$ cat config.mk
export PLATFORM = sky130hd
export DESIGN_NAME = heartbeat_liveness_table
export DESIGN_NICKNAME = d
export VERILOG_FILES = /design/src/design/hlt_pkg.sv /design/src/design/hlt_cell.sv /design/src/design/heartbeat_liveness_table.sv
export SDC_FILE = /design/constraint.sdc
export NUM_CORES = 2
export LEC_CHECK = 0
export ABC_CLOCK_PERIOD_IN_PS = 18000
export BUFFER_PORTS_ARGS = -buffer_cell sky130_fd_sc_hd__buf_2
export CORE_ASPECT_RATIO = 1.1
export CORE_MARGIN = 4
export CORE_UTILIZATION = 61
export CTS_BUF_LIST = sky130_fd_sc_hd__clkbuf_16
export DETAILED_ROUTE_END_ITERATION = 7
export MAX_ROUTING_LAYER = met4
export PLACE_DENSITY = 0.89
export SLEW_MARGIN = 20
export SYNTH_ARGS = -nofsm -noshare
export SYNTH_HDL_FRONTEND = slang
export SYNTH_SLANG_ARGS = --single-unit
$ cat constraint.sdc
create_clock -name clk -period 18 [get_ports clk]
set_input_delay 2.7 -clock clk [delete_from_list [all_inputs] [get_ports clk]]
set_output_delay 2.7 -clock clk [all_outputs]
set_load 0.01 [all_outputs]
$ cat src/design/hlt_pkg.sv
`default_nettype none

package hlt_pkg;

  localparam int SLOTS_DEFAULT = 16;

  localparam int ID_W    = 31;
  localparam int STAMP_W = 32;
  localparam int CNT_W   = 5;

  localparam int CFG_IDX_W  = 1;
  localparam int CFG_DATA_W = 32;

  localparam logic [CFG_IDX_W-1:0] CFG_SLOT_COUNT = 1'd0;
  localparam logic [CFG_IDX_W-1:0] CFG_TIMEOUT    = 1'd1;

  localparam logic FUNC_HEARTBEAT = 1'b0;
  localparam logic FUNC_SWEEP     = 1'b1;

  localparam logic [STAMP_W-1:0] TIMEOUT_RESET = 32'd10;

endpackage

`default_nettype wire

$ cat src/design/hlt_cell.sv
`default_nettype none

module hlt_cell (
  input  wire logic                      clk,
  input  wire logic                      rst,
  input  wire logic                      shift,
  input  wire logic [hlt_pkg::ID_W-1:0]    worker_in,
  input  wire logic [hlt_pkg::STAMP_W-1:0] stamp_in,
  output logic      [hlt_pkg::ID_W-1:0]    worker,
  output logic      [hlt_pkg::STAMP_W-1:0] slot_stamp
);
  import hlt_pkg::*;

  always_ff @(posedge clk) begin
    if (rst) begin
      worker <= '0;
    end else if (shift) begin
      worker <= worker_in;
    end
  end

  always_ff @(posedge clk) begin
    if (shift) begin
      slot_stamp <= stamp_in;
    end
  end

endmodule

`default_nettype wire

$ cat src/design/heartbeat_liveness_table.sv
// Heartbeat liveness table.
// Request channel: req_valid/req_stall with func, worker_id and stamp. A
// heartbeat (func 0) refreshes or enters a worker; a sweep (func 1) frees
// every active slot whose age has reached heartbeat_timeout.
// Response channel: rsp_valid/rsp_stall, one response per request, with the
// kill request, the counts and the restart need.
// Configuration: cfg_valid/cfg_ready (always ready), cfg_index 0 writes
// slot_count, 1 writes heartbeat_timeout. Write only while idle.
// The slots sit in a ring of cells that rotates one slot per cycle, while a
// request is scanned or filled, past a single compare point. A request takes
// one full turn of the ring, and a heartbeat that enters a new worker takes a
// second turn to write it. The response is registered in ST_DONE after the
// last turn; a new request is taken only once the state is back in ST_IDLE,
// so one request is handled at a time.
// The response register holds while rsp_stall is high; a finished request
// waits there and no new request is taken until it is loaded.
// Reset frees all slots, clears the counts, sets slot_count to 0 and the
// timeout to 10.
`default_nettype none

module heartbeat_liveness_table #(
  parameter int SLOTS = hlt_pkg::SLOTS_DEFAULT
) (
  input  wire logic                         clk,
  input  wire logic                         rst,
  input  wire logic                         req_valid,
  output logic                              req_stall,
  input  wire logic                         func,
  input  wire logic [hlt_pkg::ID_W-1:0]     worker_id,
  input  wire logic [hlt_pkg::STAMP_W-1:0]  stamp,
  output logic                              rsp_valid,
  input  wire logic                         rsp_stall,
  output logic                              kill_request,
  output logic      [hlt_pkg::ID_W-1:0]     kill_id,
  output logic      [hlt_pkg::CNT_W-1:0]    alive_count,
  output logic      [hlt_pkg::STAMP_W-1:0]  dead_count,
  output logic      [hlt_pkg::CNT_W-1:0]    expired_now,
  output logic      [hlt_pkg::CNT_W-1:0]    restart_need,
  input  wire logic                         cfg_valid,
  output logic                              cfg_ready,
  input  wire logic [hlt_pkg::CFG_IDX_W-1:0]  cfg_index,
  input  wire logic [hlt_pkg::CFG_DATA_W-1:0] cfg_data
);
  import hlt_pkg::*;

  localparam int IDX_W  = (SLOTS > 1) ? $clog2(SLOTS) : 1;
  localparam int SCNT_W = $clog2(SLOTS + 1);
  localparam int ACT_W  = (SCNT_W > CNT_W) ? SCNT_W : CNT_W;
  localparam logic [IDX_W-1:0] LAST_POS = IDX_W'(SLOTS - 1);

  localparam logic [1:0] ST_IDLE = 2'd0;
  localparam logic [1:0] ST_SCAN = 2'd1;
  localparam logic [1:0] ST_FILL = 2'd2;
  localparam logic [1:0] ST_DONE = 2'd3;

  logic [1:0] state, state_next;

  logic [CNT_W-1:0]   slot_count;
  logic [STAMP_W-1:0] heartbeat_timeout;

  logic               op_func;
  logic [ID_W-1:0]    op_id;
  logic [STAMP_W-1:0] op_stamp;

  logic [IDX_W-1:0] pos;
  logic [IDX_W-1:0] free_idx;
  logic             found, have_free, kill;
  logic             found_now;
  logic [CNT_W-1:0] freed, freed_next;
  logic [CNT_W-1:0] live_total;
  logic [STAMP_W-1:0] expired_total;

  logic [ID_W-1:0]    cell_w [SLOTS];
  logic [STAMP_W-1:0] cell_s [SLOTS];
  logic [ID_W-1:0]    head_w;
  logic [STAMP_W-1:0] head_s;
  logic               shift;

  logic [ACT_W-1:0] act;
  logic [ACT_W-1:0] live_ext;
  logic             pos_active;
  logic             hb_en;
  logic             hit_free, hit_match, hit_expire;
  logic [STAMP_W-1:0] age;

  assign cfg_ready = 1'b1;
  assign req_stall = (state != ST_IDLE);
  assign shift     = (state == ST_SCAN) || (state == ST_FILL);

  always_ff @(posedge clk) begin
    if (rst) begin
      slot_count        <= '0;
      heartbeat_timeout <= TIMEOUT_RESET;
    end else if (cfg_valid && cfg_ready) begin
      case (cfg_index)
        CFG_SLOT_COUNT: slot_count <= cfg_data[CNT_W-1:0];
        CFG_TIMEOUT:    heartbeat_timeout <= cfg_data[STAMP_W-1:0];
        default: ;
      endcase
    end
  end

  assign act = (ACT_W'(slot_count) < ACT_W'(SLOTS)) ? ACT_W'(slot_count) : ACT_W'(SLOTS);
  assign live_ext   = ACT_W'(live_total);
  assign pos_active = ACT_W'(pos) < act;
  assign hb_en      = (op_func == FUNC_HEARTBEAT) && (op_id != '0);
  assign age        = op_stamp - cell_s[0];

  assign hit_free   = (state == ST_SCAN) && pos_active && hb_en && !found &&
                      (cell_w[0] == '0);
  assign hit_match  = (state == ST_SCAN) && pos_active && hb_en && !found &&
                      (cell_w[0] != '0) && (cell_w[0] == op_id);
  assign hit_expire = (state == ST_SCAN) && pos_active && (op_func == FUNC_SWEEP) &&
                      (cell_w[0] != '0) && (age >= heartbeat_timeout);

  assign found_now  = found || hit_match;

  assign freed_next = hit_expire ? freed + CNT_W'(1) : freed;

  always_comb begin
    head_w = cell_w[0];
    head_s = cell_s[0];
    if (hit_match) begin
      head_s = op_stamp;
    end
    if (hit_expire) begin
      head_w = '0;
      head_s = '0;
    end
    if ((state == ST_FILL) && (pos == free_idx)) begin
      head_w = op_id;
      head_s = op_stamp;
    end
  end

  for (genvar i = 0; i < SLOTS; i++) begin : g_cell
    if (i == SLOTS - 1) begin : g_tail
      hlt_cell u_cell (
        .clk       (clk),
        .rst       (rst),
        .shift     (shift),
        .worker_in (head_w),
        .stamp_in  (head_s),
        .worker    (cell_w[i]),
        .slot_stamp(cell_s[i])
      );
    end else begin : g_body
      hlt_cell u_cell (
        .clk       (clk),
        .rst       (rst),
        .shift     (shift),
        .worker_in (cell_w[i+1]),
        .stamp_in  (cell_s[i+1]),
        .worker    (cell_w[i]),
        .slot_stamp(cell_s[i])
      );
    end
  end

  always_comb begin
    state_next = state;
    case (state)
      ST_IDLE: if (req_valid) state_next = ST_SCAN;
      ST_SCAN: begin
        if (pos == LAST_POS) begin
          if (hb_en && !found_now && !(live_ext >= act || !(have_free || hit_free))) begin
            state_next = ST_FILL;
          end else begin
            state_next = ST_DONE;
          end
        end
      end
      ST_FILL: if (pos == LAST_POS) state_next = ST_DONE;
      ST_DONE: if (!rsp_valid || !rsp_stall) state_next = ST_IDLE;
      default: state_next = ST_IDLE;
    endcase
  end

  always_ff @(posedge clk) begin
    if (rst) begin
      state <= ST_IDLE;
    end else begin
      state <= state_next;
    end
  end

  always_ff @(posedge clk) begin
    if (state == ST_IDLE && req_valid) begin
      op_func  <= func;
      op_id    <= worker_id;
      op_stamp <= stamp;
    end
  end

  always_ff @(posedge clk) begin
    if (rst) begin
      pos           <= '0;
      free_idx      <= '0;
      found         <= 1'b0;
      have_free     <= 1'b0;
      kill          <= 1'b0;
      freed         <= '0;
      live_total    <= '0;
      expired_total <= '0;
    end else begin
      case (state)
        ST_IDLE: begin
          pos       <= '0;
          found     <= 1'b0;
          have_free <= 1'b0;
          kill      <= 1'b0;
          freed     <= '0;
        end
        ST_SCAN: begin
          pos   <= (pos == LAST_POS) ? '0 : pos + IDX_W'(1);
          freed <= freed_next;
          if (hit_free) begin
            have_free <= 1'b1;
            free_idx  <= pos;
          end
          if (hit_match) begin
            found <= 1'b1;
          end
          if (pos == LAST_POS) begin
            if (op_func == FUNC_SWEEP) begin
              live_total    <= (live_total > freed_next) ? live_total - freed_next : '0;
              expired_total <= expired_total + STAMP_W'(freed_next);
            end else if (hb_en && !found_now) begin
              if (live_ext >= act || !(have_free || hit_free)) begin
                kill <= 1'b1;
              end else begin
                live_total <= live_total + CNT_W'(1);
              end
            end
          end
        end
        ST_FILL: begin
          pos <= (pos == LAST_POS) ? '0 : pos + IDX_W'(1);
        end
        default: ;
      endcase
    end
  end

  always_ff @(posedge clk) begin
    if (rst) begin
      rsp_valid <= 1'b0;
    end else if (state == ST_DONE && (!rsp_valid || !rsp_stall)) begin
      rsp_valid <= 1'b1;
    end else if (!rsp_stall) begin
      rsp_valid <= 1'b0;
    end
  end

  always_ff @(posedge clk) begin
    if (state == ST_DONE && (!rsp_valid || !rsp_stall)) begin
      kill_request <= kill;
      kill_id      <= kill ? op_id : '0;
      alive_count  <= live_total;
      dead_count   <= expired_total;
      expired_now  <= freed;
      restart_need <= (act > live_ext) ? CNT_W'(act - live_ext) : '0;
    end
  end

endmodule

`default_nettype wire
==> results.toml <==
[critical_path]
rr_worst_depth = 30
critPathLaunchType = "register"
reg2reg_slack_ps = 9570
slowest_stage = "buf_4"
critPathMaxFanout = 42
setup.worst_path.class = "register to register"
critPathLaunch = "op_stamp[0]"
r2r_start = "op_stamp[0]"
critPathCaptureType = "register"
critical_path.max_stage_delay_ps = 540
crit_end = "expired_total[30]"
worstPathArrival_ps = 9020
r2r-end = "expired_total[30]"
cp.required_ps = 18590

[global_route]
overflow = 0
grt_pass1_vias = 26150
grt_antenna_before_repair = 3
grt_first_pass_wirelength_mm = 145.3
grt_usage_pct = 24.10
grt_max_degree = 219

[logic_synthesis]
synth_warnings = 0
synthFlopType = "edfxtp_1"
synth_top_family_by_area = "multiplexers"
synthCells = 3354
yosysSeqAreaShare_pct = 69.64
ys_ff_latch = 1244
synth-simple-area-share_pct = 8.431
synthDistinctLibCells = 74
synthArstFlopShare_pct = 0
synth_mux_area_share_pct = 10.60
synth_xor_area_share_pct = 1.900
synthAdderAreaFrac_pct = 2.642
synth_edf_count = 655
synth_nets = 3549
synth-compound-area-share_pct = 4.634
avgSynthCellArea_um2 = 13.47
synth_area_um2 = 45170

[power_and_ir_drop]
p_leak_nw = 18.93
p_per_area_nw_per_um2 = 181.2
total_power_w = 0.009174
vdd_ir_drop_max_uv = 266.1

[die]
fp-row-count = 104
die_area_um2 = 78480
start_util_pct = 61.66
die_h_um = 293.4
coreArea_um2 = 73260
io_pins = 184
dieWidth_um = 267.5

[sta]
hold_viol_final = 0
fmax_ghz = 0.1186
period_needed_ps = 8435
fin_crit_sh_pct = 46.86
rsz0062_at_grt = "false"
report.final.slew_viol_count = 0
finClkSkew_ps = 53.96
max_slew_margin_pct = 24.33
tns_ps = 0
worst_pin_slew_ps = 1135
final-setup-viol-count = 0

[placed_design]
gp_congestion = 0.8660
dpl.hpwl_mm = 55.13
portBuffers = 182

[clocking]
clk_pin_slew_ps = 70
cts_tree = "yes"
clkLatencyLatePin_ps = 690
clockBufferDepth = 3
postCtsSetupRepairBufs = 0
cts_resized = 0
cts_root_buf = "clkbuf_16"
ctsHoldBuffers = 0
cts-buffers-inserted = 111
cts.sink_count = 1244
htreeDepth = 3

[drt]
ant_nets = 0
routed_wl_mm = 93.07
viasPerCell = 5.795
vias = 26410
avgRoutedWirePerCell_um = 20.42
drc_errors = 2
drt_first_iter_violations = 2968
dr.pass1.iters = 8

[final_layout]
fillers = 4484
area_growth_pct = 12.08
drive_gt1_share_pct = 11.10
nets = 3706

[worst_hold_path]
hp-class = "register to register"

[status]
status = "complete, but fails checks"
violations = "design-rule violations"

[run]
drv_cap = 0
power by group:
part           internal (W)  switching, W
clock               0.00134       0.00105
sequential          0.00413      0.000296
combinational      0.000855       0.00150
state kept, by name (all words and copies together) (netlist names), 31 cells and up:
| name | count |
|---|---|
| dead_count | 32 |
| expired_total | 32 |
| g_cell.g_body.u_cell.slot_stamp | 480 |
| g_cell.g_body.u_cell.worker | 465 |
| g_cell.g_tail.u_cell.slot_stamp | 32 |
| g_cell.g_tail.u_cell.worker | 31 |
| heartbeat_timeout | 32 |
| kill_id | 31 |
| op_id | 31 |
| op_stamp | 32 |
cell usage after synthesis (7+ instances only):
master	count	share of area, %
inv_1	90	0.75
edfxtp_1	655	44
nand2b_1	13	0.18
and3_1	10	0.14
a21o_1	57	0.95
xnor2_1	70	1.4
dfxtp_1	589	26
buf_1	58	0.48
o21ai_1	16	0.18
o21ai_0	18	0.20
mux2i_1	476	11
a22o_1	31	0.60
xor2_1	28	0.54
nor2b_1	17	0.24
buf_2	7	0.078
o21a_1	8	0.13
nand3_1	22	0.24
a21oi_1	89	0.99
nor2_1	543	4.5
nor4_1	20	0.28
o31ai_1	33	0.55
nand4_1	27	0.37
clkbuf_1	93	0.77
or3_1	8	0.11
ha_1	89	2.5
nand2_1	145	1.2
and2_1	38	0.53
nor3_1	19	0.21
per-stage QoR:
stage	setup WS (ps)	hold WS, ps	util [%]	cells	area (µm²)
6_report	9565	393.6	69.11	4558	50630
5_1_grt	9072	406.8	69.11	4558	50630
4_1_cts	9604	402.9	69.10	4557	50620
3_5_place_dp	9976	404.5	64.05	4352	46920
3_3_place_gp	10140	400.7	64.05	4352	46920
2_1_floorplan	4867	400.3	-	3354	45170
layout make-up:
| cell class | instances | area, µm² | area share [%] |
|---|---|---|---|
| Antenna cell | 1 | 2.502 | 0.004942 |
| Clock buffer | 115 | 2878 | 5.684 |
| Clock inverter | 90 | 823.3 | 1.626 |
| Inverter | 93 | 349.1 | 0.6895 |
| Multi-Input combinational cell | 1857 | 12780 | 25.25 |
| Sequential cell | 1244 | 31460 | 62.14 |
| Tap cell | 954 | 1194 | 2.358 |
| Timing Repair Buffer | 204 | 1140 | 2.251 |
critical path: cells and delay by family (launching register included):
| kind | cells | cell delay (ps) |
|---|---|---|
| AO/OA/AOI/OAI | 14 | 3260 |
| AND/OR/NAND/NOR | 7 | 2500 |
| adder cells (fa/ha/maj) | 4 | 1200 |
| buffers and inverters | 3 | 680 |
| flip-flops | 1 | 360 |
| XOR/XNOR | 2 | 300 |
cell usage in the layout (no fill, tap or decap), types with 28 or more instances in the layout:
master,n
a21o_1,57
a21oi_1,89
a22o_1,31
and2_1,37
buf_2,181
clkbuf_16,115
dfxtp_1,588
edfxtp_1,655
ha_1,88
inv_1,108
mux2i_1,476
nand2_1,145
nor2_1,542
o31ai_1,33
xnor2_1,70
xor2_1,28
cells by family after synthesis:
logic type / count (synthesis)
mux: 478
buf+inv: 253
flops: 1244
fa+ha+maj: 93
compound gates: 305
other cells: 1
xor+xnor: 98
simple gates: 882
metal layers:
metal,vias up,GRT usage (%),share of wire [%]
li1,12190,-,-
met1,12890,30.91,40
met2,1061,38.77,49
met3,275,3.986,7.5
met4,0,9.704,3.9
met5,-,-,0
how the worst min path moves through the flow:
stage | start | end | slack (ps) | cells past startpoint
after floorplan | g_cell[1].g_body.u_cell.slot_stamp[0] | g_cell[0].g_body.u_cell.slot_stamp[0] | 400 | 0
after global placement | g_cell[1].g_body.u_cell.slot_stamp[7] | g_cell[0].g_body.u_cell.slot_stamp[7] | 400 | 0
after detailed placement | g_cell[11].g_body.u_cell.slot_stamp[12] | g_cell[10].g_body.u_cell.slot_stamp[12] | 400 | 0
after CTS | g_cell[3].g_body.u_cell.slot_stamp[31] | g_cell[2].g_body.u_cell.slot_stamp[31] | 400 | 0
after global routing | g_cell[3].g_body.u_cell.slot_stamp[31] | g_cell[2].g_body.u_cell.slot_stamp[31] | 410 | 0
final | g_cell[14].g_body.u_cell.slot_stamp[9] | g_cell[13].g_body.u_cell.slot_stamp[9] | 390 | 0
Power figures use the tool's default switching activity.
